$ cat src/hdl/expression_tokenizer_defines.svh
// assertion macros for the tokenizer rtl
`ifndef EXPRESSION_TOKENIZER_DEFINES_SVH
`define EXPRESSION_TOKENIZER_DEFINES_SVH

// clocked assertion, disabled while reset is high
`define ET_ASSERT(lbl, clk_sig, rst_sig, prop, msg) \
  lbl: assert property (@(posedge clk_sig) disable iff (rst_sig) prop) else $error(msg);

// clocked assertion that also holds during reset
`define ET_ASSERT_ALWAYS(lbl, clk_sig, prop, msg) \
  lbl: assert property (@(posedge clk_sig) prop) else $error(msg);

`endif

$ cat src/hdl/exptok_pkg.sv
// ----------------------------------------------------------------------------
// exptok_pkg
// types, character codes and class functions for the expression tokenizer
// ----------------------------------------------------------------------------
`timescale 1ns / 1ps
`default_nettype none

package exptok_pkg;

  // character codes
  localparam logic [7:0] CH_SQUOTE  = 8'h27;
  localparam logic [7:0] CH_DQUOTE  = 8'h22;
  localparam logic [7:0] CH_EQUAL   = 8'h3d;
  localparam logic [7:0] CH_BANG    = 8'h21;
  localparam logic [7:0] CH_PLUS    = 8'h2b;
  localparam logic [7:0] CH_MINUS   = 8'h2d;
  localparam logic [7:0] CH_STAR    = 8'h2a;
  localparam logic [7:0] CH_SLASH   = 8'h2f;
  localparam logic [7:0] CH_GT      = 8'h3e;
  localparam logic [7:0] CH_LT      = 8'h3c;
  localparam logic [7:0] CH_CARET   = 8'h5e;
  localparam logic [7:0] CH_AMP     = 8'h26;
  localparam logic [7:0] CH_PIPE    = 8'h7c;
  localparam logic [7:0] CH_COLON   = 8'h3a;
  localparam logic [7:0] CH_LBRACK  = 8'h5b;
  localparam logic [7:0] CH_RBRACK  = 8'h5d;
  localparam logic [7:0] CH_LBRACE  = 8'h7b;
  localparam logic [7:0] CH_RBRACE  = 8'h7d;
  localparam logic [7:0] CH_LPAREN  = 8'h28;
  localparam logic [7:0] CH_RPAREN  = 8'h29;
  localparam logic [7:0] CH_COMMA   = 8'h2c;
  localparam logic [7:0] CH_NEWLINE = 8'h0a;
  localparam logic [7:0] CH_SPACE   = 8'h20;

  // most result transactions one input byte can cause
  localparam int MaxResults = 3;

  // tokenizer state carried between bytes
  typedef struct packed {
    logic       in_quote;
    logic [7:0] quote_char;
    logic       word_open;
    logic       op_pending;
    logic [7:0] held_op;
  } tok_state_t;

  localparam tok_state_t TOK_RESET = '{
    in_quote:   1'b0,
    quote_char: CH_SPACE,
    word_open:  1'b0,
    op_pending: 1'b0,
    held_op:    8'h00
  };

  // one result transaction
  typedef struct packed {
    logic [7:0] char_out;
    logic       has_char;
    logic       token_end;
    logic       last_of_run;
  } result_t;

  // operators that may pair with a following equals sign
  function automatic logic is_op(input logic [7:0] c);
    return c inside {CH_BANG, CH_PLUS, CH_MINUS, CH_STAR, CH_SLASH,
                     CH_GT, CH_LT, CH_EQUAL, CH_CARET};
  endfunction

  // one-character tokens
  function automatic logic is_single(input logic [7:0] c);
    return c inside {CH_AMP, CH_PIPE, CH_COLON, CH_LBRACK, CH_RBRACK,
                     CH_LBRACE, CH_RBRACE, CH_LPAREN, CH_RPAREN, CH_COMMA};
  endfunction

endpackage

`default_nettype wire

$ cat src/hdl/exptok_step.sv
// ----------------------------------------------------------------------------
// exptok_step
// combinational step: one byte and the current state give up to three
// result transactions and the next state
// ----------------------------------------------------------------------------
`timescale 1ns / 1ps
`default_nettype none

module exptok_step
  import exptok_pkg::*;
(
  input  tok_state_t    st,
  input  logic [7:0]    char_in,
  input  logic          line_end,
  output tok_state_t    st_next,
  output result_t [2:0] items,
  output logic [1:0]    count
);

  always_comb begin
    tok_state_t    s;
    result_t [2:0] r;
    logic [1:0]    n;
    logic          do_handle;

    s         = st;
    r         = '0;
    n         = 2'd0;
    do_handle = 1'b1;

    // resolve a held operator first
    if (s.op_pending) begin
      s.op_pending = 1'b0;
      if (char_in == CH_EQUAL) begin
        r[n] = '{char_out: s.held_op, has_char: 1'b1, token_end: 1'b0, last_of_run: 1'b0};
        n = n + 2'd1;
        r[n] = '{char_out: char_in, has_char: 1'b1, token_end: 1'b1, last_of_run: 1'b0};
        n = n + 2'd1;
        do_handle = 1'b0;
      end else begin
        r[n] = '{char_out: s.held_op, has_char: 1'b1, token_end: 1'b1, last_of_run: 1'b0};
        n = n + 2'd1;
      end
    end

    // ordinary byte handling
    if (do_handle) begin
      if (s.in_quote) begin
        if (char_in == s.quote_char) begin
          r[n] = '{char_out: char_in, has_char: 1'b1, token_end: 1'b1, last_of_run: 1'b0};
          n = n + 2'd1;
          s.in_quote  = 1'b0;
          s.word_open = 1'b0;
        end else begin
          r[n] = '{char_out: char_in, has_char: 1'b1, token_end: 1'b0, last_of_run: 1'b0};
          n = n + 2'd1;
          s.word_open = 1'b1;
        end
      end else if (char_in == CH_SQUOTE || char_in == CH_DQUOTE) begin
        s.in_quote   = 1'b1;
        s.quote_char = char_in;
        r[n] = '{char_out: char_in, has_char: 1'b1, token_end: 1'b0, last_of_run: 1'b0};
        n = n + 2'd1;
        s.word_open = 1'b1;
      end else if (is_op(char_in)) begin
        if (s.word_open) begin
          r[n] = '{char_out: 8'h00, has_char: 1'b0, token_end: 1'b1, last_of_run: 1'b0};
          n = n + 2'd1;
        end
        s.word_open  = 1'b0;
        s.op_pending = 1'b1;
        s.held_op    = char_in;
      end else if (is_single(char_in)) begin
        if (s.word_open) begin
          r[n] = '{char_out: 8'h00, has_char: 1'b0, token_end: 1'b1, last_of_run: 1'b0};
          n = n + 2'd1;
        end
        s.word_open = 1'b0;
        r[n] = '{char_out: char_in, has_char: 1'b1, token_end: 1'b1, last_of_run: 1'b0};
        n = n + 2'd1;
      end else if (char_in == CH_NEWLINE || char_in == CH_SPACE) begin
        if (s.word_open) begin
          r[n] = '{char_out: 8'h00, has_char: 1'b0, token_end: 1'b1, last_of_run: 1'b0};
          n = n + 2'd1;
        end
        s.word_open = 1'b0;
      end else begin
        r[n] = '{char_out: char_in, has_char: 1'b1, token_end: 1'b0, last_of_run: 1'b0};
        n = n + 2'd1;
        s.word_open = 1'b1;
      end
    end

    // flush at the end of the line
    if (line_end) begin
      if (s.op_pending) begin
        r[n] = '{char_out: s.held_op, has_char: 1'b1, token_end: 1'b1, last_of_run: 1'b0};
        n = n + 2'd1;
      end else if (s.word_open) begin
        r[n] = '{char_out: 8'h00, has_char: 1'b0, token_end: 1'b1, last_of_run: 1'b0};
        n = n + 2'd1;
      end
      s = TOK_RESET;
    end

    // mark the final transaction of the run
    case (n)
      2'd1:    r[0].last_of_run = 1'b1;
      2'd2:    r[1].last_of_run = 1'b1;
      2'd3:    r[2].last_of_run = 1'b1;
      default: ;
    endcase

    st_next = s;
    items   = r;
    count   = n;
  end

endmodule

`default_nettype wire

$ cat src/hdl/expression_tokenizer.sv
// ----------------------------------------------------------------------------
// expression_tokenizer
// streams an expression line byte by byte and returns token characters
// with token end and run end marks
// ----------------------------------------------------------------------------
// path: a byte is held in the input register, then its results (0..3) load the result buffer
// throughput: one result transaction per cycle while out_stall is low; a held byte
//   loads only as the last result of the byte before it is taken from the three-entry result buffer
// reset: synchronous, clears tokenizer state, input register valid flag and buffer count
`timescale 1ns / 1ps
`default_nettype none
`include "expression_tokenizer_defines.svh"

module expression_tokenizer
  import exptok_pkg::*;
(
  input  logic       clk,
  input  logic       rst,
  input  logic       in_valid,
  output logic       in_stall,
  input  logic [7:0] char_in,
  input  logic       line_end,
  output logic       out_valid,
  input  logic       out_stall,
  output logic [7:0] char_out,
  output logic       has_char,
  output logic       token_end,
  output logic       last_of_run
);

  // input register
  logic       hold_valid;
  logic [7:0] hold_char;
  logic       hold_last;

  // tokenizer state
  tok_state_t state;
  tok_state_t state_next;

  // result buffer, entry 0 is on the output
  result_t [2:0] res;
  logic [1:0]    cnt;

  result_t [2:0] step_items;
  logic [1:0]    step_count;

  logic out_acc;
  logic in_acc;
  logic load_ok;
  logic consume;

  // handshake
  assign out_valid = (cnt != 2'd0);
  assign out_acc   = out_valid && !out_stall;
  assign load_ok   = (cnt == 2'd0) || (cnt == 2'd1 && out_acc);
  assign consume   = hold_valid && load_ok;
  assign in_stall  = hold_valid && !load_ok;
  assign in_acc    = in_valid && !in_stall;

  assign char_out    = res[0].char_out;
  assign has_char    = res[0].has_char;
  assign token_end   = res[0].token_end;
  assign last_of_run = res[0].last_of_run;

  // byte step logic
  exptok_step u_step (
    .st       (state),
    .char_in  (hold_char),
    .line_end (hold_last),
    .st_next  (state_next),
    .items    (step_items),
    .count    (step_count)
  );

  // control registers
  always_ff @(posedge clk) begin
    if (rst) begin
      hold_valid <= 1'b0;
      state      <= TOK_RESET;
      cnt        <= 2'd0;
    end else begin
      if (in_acc) begin
        hold_valid <= 1'b1;
      end else if (consume) begin
        hold_valid <= 1'b0;
      end
      if (consume) begin
        state <= state_next;
        cnt   <= step_count;
      end else if (out_acc) begin
        cnt <= cnt - 2'd1;
      end
    end
  end

  // payload registers
  always_ff @(posedge clk) begin
    if (in_acc) begin
      hold_char <= char_in;
      hold_last <= line_end;
    end
    if (consume) begin
      res <= step_items;
    end else if (out_acc) begin
      res[0] <= res[1];
      res[1] <= res[2];
    end
  end

  // run end mark sits on the final buffered transaction only
  logic last_mark_ok;
  assign last_mark_ok = (cnt == 2'd0) ||
                        (cnt == 2'd1 && res[0].last_of_run) ||
                        (cnt == 2'd2 && res[1].last_of_run && !res[0].last_of_run) ||
                        (cnt == 2'd3 && res[2].last_of_run && !res[1].last_of_run &&
                         !res[0].last_of_run);

  // assertions
  `ET_ASSERT(a_quote_no_op, clk, rst, state.in_quote |-> !state.op_pending, "op held in quote")
  `ET_ASSERT(a_op_word_closed, clk, rst, state.op_pending |-> !state.word_open, "word with op")
  `ET_ASSERT(a_last_on_top, clk, rst, last_mark_ok, "run end mark misplaced")
  `ET_ASSERT(a_line_reset, clk, rst, (consume && hold_last) |=> (state == TOK_RESET), "no reset")

endmodule

`default_nettype wire
$ cat config.mk
export PLATFORM = sky130hd
export DESIGN_NAME = expression_tokenizer
export DESIGN_NICKNAME = d
export VERILOG_FILES = /design/src/hdl/exptok_pkg.sv /design/src/hdl/exptok_step.sv /design/src/hdl/expression_tokenizer.sv
export VERILOG_INCLUDE_DIRS = /design/src /design/src/hdl
export SDC_FILE = /design/constraint.sdc
export NUM_CORES = 1
export LEC_CHECK = 0
export BUFFER_PORTS_ARGS = -buffer_cell sky130_fd_sc_hd__buf_2
export CAP_MARGIN = 20
export CORE_UTILIZATION = 25
export DETAILED_ROUTE_END_ITERATION = 12
export PLACE_DENSITY = 0.43
export RECOVER_POWER = 50
export SYNTH_ARGS = -nofsm -noshare
export SYNTH_HDL_FRONTEND = slang
export SYNTH_SLANG_ARGS = --single-unit
$ cat constraint.sdc
create_clock -name clk -period 10.65 [get_ports clk]
set_clock_uncertainty 0.1 [all_clocks]
set_input_delay 0 -clock clk [delete_from_list [all_inputs] [get_ports clk]]
set_output_delay 0 -clock clk [all_outputs]
set_load 0.05 [all_outputs]
==> flow_summary_export.csv, run 1 <==
group,metric,value,unit
timing,layout_min_cycle_time,4.643,ns
floorplan,fp-row-count,44,
routing,ant_nets,0,
timing,timing.final.crit_share,43.60,%
clocking,hold_buffers,12,
critical_path,crit_path_start,"hold_char[5]",
final_layout,fin_cells,603,
yosys,synth-edff-count,42,
hold_path,min_from,"out_stall",
yosys,ys.flop_type,"edfxtp_1",
yosys,synthCells,396,
global_route,grt_pass1_wl,16850,um
floorplan,core_area,0.01470,mm2
timing,hold_viol,0,
routing,drt_iter0_drc,264,
critical_path,cp.required,10.71,ns
critical_path,crit_arrival,4.70,ns
yosys,yosysWarnings,0,
clocking,clkLatencyLatePin,0.34,ns
global_route,overflow,0,
routing,vias,3073,
final_layout,most-common-layout-cells,"edfxtp_1, nor2_1, nand2_1",
final_layout,diodes,0,
critical_path,reg2reg_from,"hold_char[5]",
final_layout,final_common_cell,"edfxtp_1",
yosys,synth_xor_area_share,2.994,%
clocking,clk_path_buf_depth,2,
critical_path,max_stage_delay,0.71,ns
placed_design,dp_cells,575,
power_and_ir_drop,power-per-cell-area,203.2,mW/mm2
final_layout,drive_gt1_share,11.93,%
critical_path,critPathLaunchType,"flop",
yosys,ys_seq_area_share,44.75,%
placed_design,port_buffers,25,
clocking,cts_tree,"built",
hold_path,hold_path_class,"input pin to flop",
critical_path,cp_max_fo,13,
yosys,synth_compound_area_share,20.73,%
yosys,synth.avg_cell_area,9.602,um2
yosys,synthDistinctLibCells,74,
yosys,synth_top_family_by_area,"simple AND/OR/NAND/NOR gates",
clocking,cts_setup_buffers,0,
global_route,grt_use_total,14.10,%
critical_path,cp-end-kind,"flop",
floorplan,die-area,0.01571,mm2
yosys,postSynthRegisterBits,64,
clocking,root_buffer,"clkbuf_16",
yosys,synth_mux_area_share,1.579,%
clocking,cts_made_buffers,9,
yosys,synthAdderAreaFrac,2.303,%
floorplan,initial_utilization,25.87,%
timing,drv_slew,66,
clocking,cts.clk_slew.worst_paths,0.06,ns
floorplan,dieWidth,125.3,um
critical_path,path_class,"flop to flop",
placed_design,routabilityCongestion,0.8171,
routing,firstDrtPassIters,7,
clocking,cts-htree-levels,3,
clocking,cts.sinks,64,
clocking,cts_resized,0,
placed_design,dp_hpwl,7184,um
timing,worst_pin_slew,1.656,ns
global_route,grt_start_max_net_pins,35,
yosys,yosys.area_share.simple,21.16,%
critical_path,cp_slowest_cell,"edfxtp_1",
hold_path,min_path_cells,5,
timing,fmaxAchievable,0.2154,GHz
global_route,antenna_found_initial,0,
routing,drt-total-wl,10430,um
yosys,async_reset_ff_share,0,%
yosys,syn-num-nets,416,
critical_path,rr_worst_depth,11,
floorplan,top_level_ports,26,
run,maxCapViolations,2,
critical_path,path_cells,"or3b_1, o31ai_1, xnor2_1, ha_1, nor2_1, a311oi_2, ha_1, nand2_1, o31ai_1, a211oi_2, o41ai_2",
floorplan,fp.dieH,125.3,um
timing,slew_headroom,-10.42,%
timing,setup_tns,0,ns
status,status,"complete, but fails checks",
power_and_ir_drop,ir_drop,0.00008885,V
global_route,grt_pass1_vias,2987,
final_layout,fin_nets,434,
routing,drc_errors,0,
timing,grt_setup_unrepaired,"false",
power_and_ir_drop,power.leakage,0.001557,uW
timing,finalSetupViolations,0,
status,violations,"max-capacitance violations, max-slew violations",
yosys,synth_area,0.003802,mm2
routing,wire_per_inst,17.29,um
final_layout,syn_to_final_growth,16.58,%
routing,via_per_inst,5.096,
==> metal layers <==
layer	global-route usage (%)	share of wire (%)	wire length [um]	up-vias
met5	0	0	0	-
met2	22.12	44	4634	73
met4	3.945	1.4	150	0
met1	18.41	49	5140	1481
li1	-	-	-	1505
met3	4.750	4.8	502	14
==> through the flow <==
stage | cell area (um2) | total power [uW] | worst slack [ns] | util (%) | hold WS [ns]
2_1_floorplan | 3802 | 534.5 | 6.862 | - | -0.001131
3_3_place_gp | 4013 | 584.6 | 6.175 | 27.30 | 0.07657
3_5_place_dp | 4013 | 584.9 | 6.118 | 27.30 | 0.07811
4_1_cts | 4461 | 917.7 | 6.120 | 30.35 | 0.01571
5_1_grt | 4433 | 950.0 | 5.686 | 30.16 | 0.06082
6_report | 4433 | 900.7 | 6.007 | 30.16 | 0.02459
==> cell families after synthesis <==
logic type      after synthesis
flops                        64
fa+ha+maj                     7
mux                           6
xor+xnor                     13
simple gates                147
buf+inv                      52
compound gates              106
other cells                   1
==> critical path: cells and delay by family (launching register included) <==
| kind | cells | cell delay, ns |
|---|---|---|
| AO/OA/AOI/OAI | 5 | 2.16 |
| AND/OR/NAND/NOR | 3 | 0.73 |
| flip-flops | 1 | 0.71 |
| adder cells (fa/ha/maj) | 2 | 0.58 |
| XOR/XNOR | 1 | 0.17 |
==> cell usage after synthesis, types with 9 or more instances <==
cell / n / area (um2)
a31oi_1: 14 / 87.58
edfxtp_1: 42 / 1261
inv_1: 19 / 71.32
o21ai_0: 12 / 60.06
nand2_1: 30 / 112.6
nor2_1: 36 / 135.1
nand3_1: 16 / 80.08
xnor2_1: 11 / 96.34
o211ai_1: 9 / 67.56
dfxtp_1: 22 / 440.4
clkbuf_1: 14 / 52.55
and2_1: 17 / 106.4
a21oi_1: 17 / 85.08
==> area by class of cell <==
cell class                      instances  area, um2
Clock buffer                            9      225.2
Clock inverter                          7      102.6
Fill cell                            1542      10270
Inverter                               19      71.32
Multi-Input combinational cell        280       1862
Sequential cell                        64       1702
Tap cell                              184      230.2
Timing Repair Buffer                   40      240.2
==> power by group <==
part           switching [uW]  internal, uW  leakage [uW]
sequential               28.4           322      0.000582
combinational             164          62.5      0.000813
clock                     117           207      0.000162
total                     309           592       0.00156
==> sequential cells by signal, indices dropped and copies added (netlist names) <==
name,flops
char_out,8
cnt,2
has_char,1
hold_char,8
hold_last,1
hold_valid,1
last_of_run,1
res,22
state,19
token_end,1
==> final timing paths <==
| path | to | slack (ns) |
|---|---|---|
| max | res[16] | 6.01 |
| min | cnt[0] | 0.02 |
| max reg2reg | res[16] | 6.01 |
| min reg2reg | state[10] | 0.36 |
(Power assumes the default switching activity.)
==> run 2: changes to the inputs <==
==> constraint.sdc (replaced) <==
create_clock -name clk -period 4.7 [get_ports clk]
set_clock_uncertainty 0.1 [all_clocks]
set_input_delay 0 -clock clk [delete_from_list [all_inputs] [get_ports clk]]
set_output_delay 0 -clock clk [all_outputs]
set_load 0.05 [all_outputs]
==> flow_summary_export.csv, run 2 (same netlist as run 1, synthesis figures left out) <==
group,metric,value,unit
final_layout,diodes,0,
status,violations,"design-rule violations",
floorplan,fp-row-count,44,
power_and_ir_drop,power.leakage,0.001627,uW
global_route,antenna_found_initial,0,
final_layout,drive_gt1_share,14.75,%
final_layout,final_common_cell,"edfxtp_1",
global_route,overflow,0,
clocking,cts.sinks,64,
clocking,cts_resized,0,
final_layout,n_fill_cell,1540,
routing,vias,3120,
timing,layout_min_cycle_time,4.101,ns
critical_path,cp-end-kind,"flop",
routing,drc_errors,3,
power_and_ir_drop,p_clk_share,35.6,%
critical_path,rr_endpoint,"res[16]",
timing,holdWs,0.02829,ns
clocking,cts-htree-levels,3,
critical_path,crit_path_start,"hold_char[7]",
critical_path,path_class,"flop to flop",
clocking,root_buffer,"clkbuf_16",
final_layout,design_area,0.004541,mm2
routing,ant_nets,0,
power_and_ir_drop,power.share.sequential,37.8,%
floorplan,top_level_ports,26,
final_layout,final_core_util,30.89,%
floorplan,die-area,0.01571,mm2
floorplan,core_area,0.01470,mm2
clocking,cts_tree,"built",
clocking,clk_path_buf_depth,2,
final_layout,most-common-layout-cells,"edfxtp_1, nor2_1, nand2_1",
placed_design,dp_hpwl,7591,um
placed_design,routabilityCongestion,0.8270,
floorplan,fp.dieH,125.3,um
hold_path,hold_path_class,"input pin to flop",
clocking,clkLatencyLatePin,0.35,ns
routing,wire_per_inst,17.48,um
final_layout,fin_nets,449,
power_and_ir_drop,power_frac_comb,26.6,%
floorplan,initial_utilization,25.87,%
global_route,grt_pass1_vias,3232,
critical_path,worstSetupEndpoint,"res[16]",
critical_path,reg2reg_setup_slack,0.60,ns
clocking,cts.clk_slew.worst_paths,0.06,ns
timing,hold_viol,0,
clocking,cts_made_buffers,9,
power_and_ir_drop,ir_drop,0.0002355,V
power_and_ir_drop,power-per-cell-area,451.1,mW/mm2
timing,grt_setup_unrepaired,"false",
final_layout,largest_reg_flops,22,
global_route,grt_pass1_wl,17880,um
timing,fmaxAchievable,0.2439,GHz
critical_path,crit_arrival,4.16,ns
critical_path,cp_max_fo,7,
final_layout,syn_to_final_growth,19.41,%
final_layout,reg.largest.list,"res (22), state (19)",
timing,drv_slew,0,
power_and_ir_drop,p_switching,701.7,uW
routing,via_per_inst,5.049,
global_route,grt_use_total,15.00,%
power_and_ir_drop,switching_share,34.26,%
critical_path,cp.required,4.76,ns
critical_path,reg2reg_from,"hold_char[7]",
routing,firstDrtPassIters,11,
critical_path,rr_worst_depth,12,
placed_design,port_buffers,25,
clocking,hold_buffers,12,
critical_path,critPathLaunchType,"flop",
timing,worst_pin_slew,1.315,ns
routing,drt_iter0_drc,231,
final_layout,top_register,"res",
timing,setup_tns,0,ns
timing,timing.final.crit_share,87.25,%
status,status,"complete, but fails checks",
global_route,grt_start_max_net_pins,23,
clocking,cts_setup_buffers,0,
placed_design,dpl-instance-area,0.004125,mm2
power_and_ir_drop,power.internal,1346,uW
timing,finalSetupViolations,0,
floorplan,dieWidth,125.3,um
routing,drt-total-wl,10800,um
timing,slew_headroom,12.37,%
run,maxCapViolations,0,
run 2: cell count changes in the layout (fill, tap and decap cells not counted):
cell | previous run | this run
clkinv_1 | 0 | 2
inv_8 | 1 | 0
clkbuf_1 | 16 | 15
clkinv_2 | 1 | 0
inv_6 | 1 | 2
buf_4 | 0 | 16
clkinv_4 | 2 | 1
run 2: worst max-delay path, cell delays in order, from the launching register on:
cell,delay (ns)
edfxtp_1,0.38
or3b_1,0.52
o31ai_1,0.57
xnor2_1,0.16
ha_1,0.30
nor2_1,0.05
a311oi_2,0.57
ha_1,0.30
nand2_1,0.15
o31ai_1,0.25
buf_4,0.18
a211oi_2,0.06
o41ai_2,0.33
run 2: layout make-up:
cell class	instances	area, um2	area share, %
Multi-Input combinational cell	280	1862	41.00
Sequential cell	64	1702	37.48
Timing Repair Buffer	55	356.6	7.853
Tap cell	184	230.2	5.070
Clock buffer	9	225.2	4.960
Clock inverter	7	93.84	2.067
Inverter	19	71.32	1.571
run 2: power by group through the flow:
stage	clock network, uW	registers [uW]	logic (uW)
6_report	729	773	546
3_3_place_gp	0	780	556
4_1_cts	746	771	566
5_1_grt	772	786	601
3_5_place_dp	0	783	557
2_1_floorplan	0	791	420
run 2: stage by stage:
step	std cells	setup WS (ns)	total power, uW
after floorplan	396	0.9119	1211
after global placement	590	0.6379	1336
after detailed placement	590	0.5935	1340
after CTS	618	0.5952	2083
after global routing	618	0.2688	2159
final	618	0.5995	2048
run 2: worst min path at each step:
stage | from | to | slack (ns) | cells past startpoint
6_report | out_stall | cnt[0] | 0.03 | 5
5_1_grt | out_stall | cnt[0] | 0.09 | 5
4_1_cts | out_stall | cnt[0] | 0.02 | 5
3_5_place_dp | char_in[5] | hold_char[5] | 0.08 | 1
3_3_place_gp | char_in[1] | hold_char[1] | 0.08 | 1
2_1_floorplan | char_in[0] | hold_char[0] | -0.001 | 0
run 2: per-layer routing:
layer  global-route usage [%]  share of wire [%]  vias to the layer above  wire length (um)
met2                    24.09                 47                       77              5039
met1                    19.52                 46                     1503              5012
met4                    5.739                2.1                        0               224
met3                    3.509                4.9                       13               525
met5                        0                  0                        -                 0
li1                         -                  -                     1527                 -
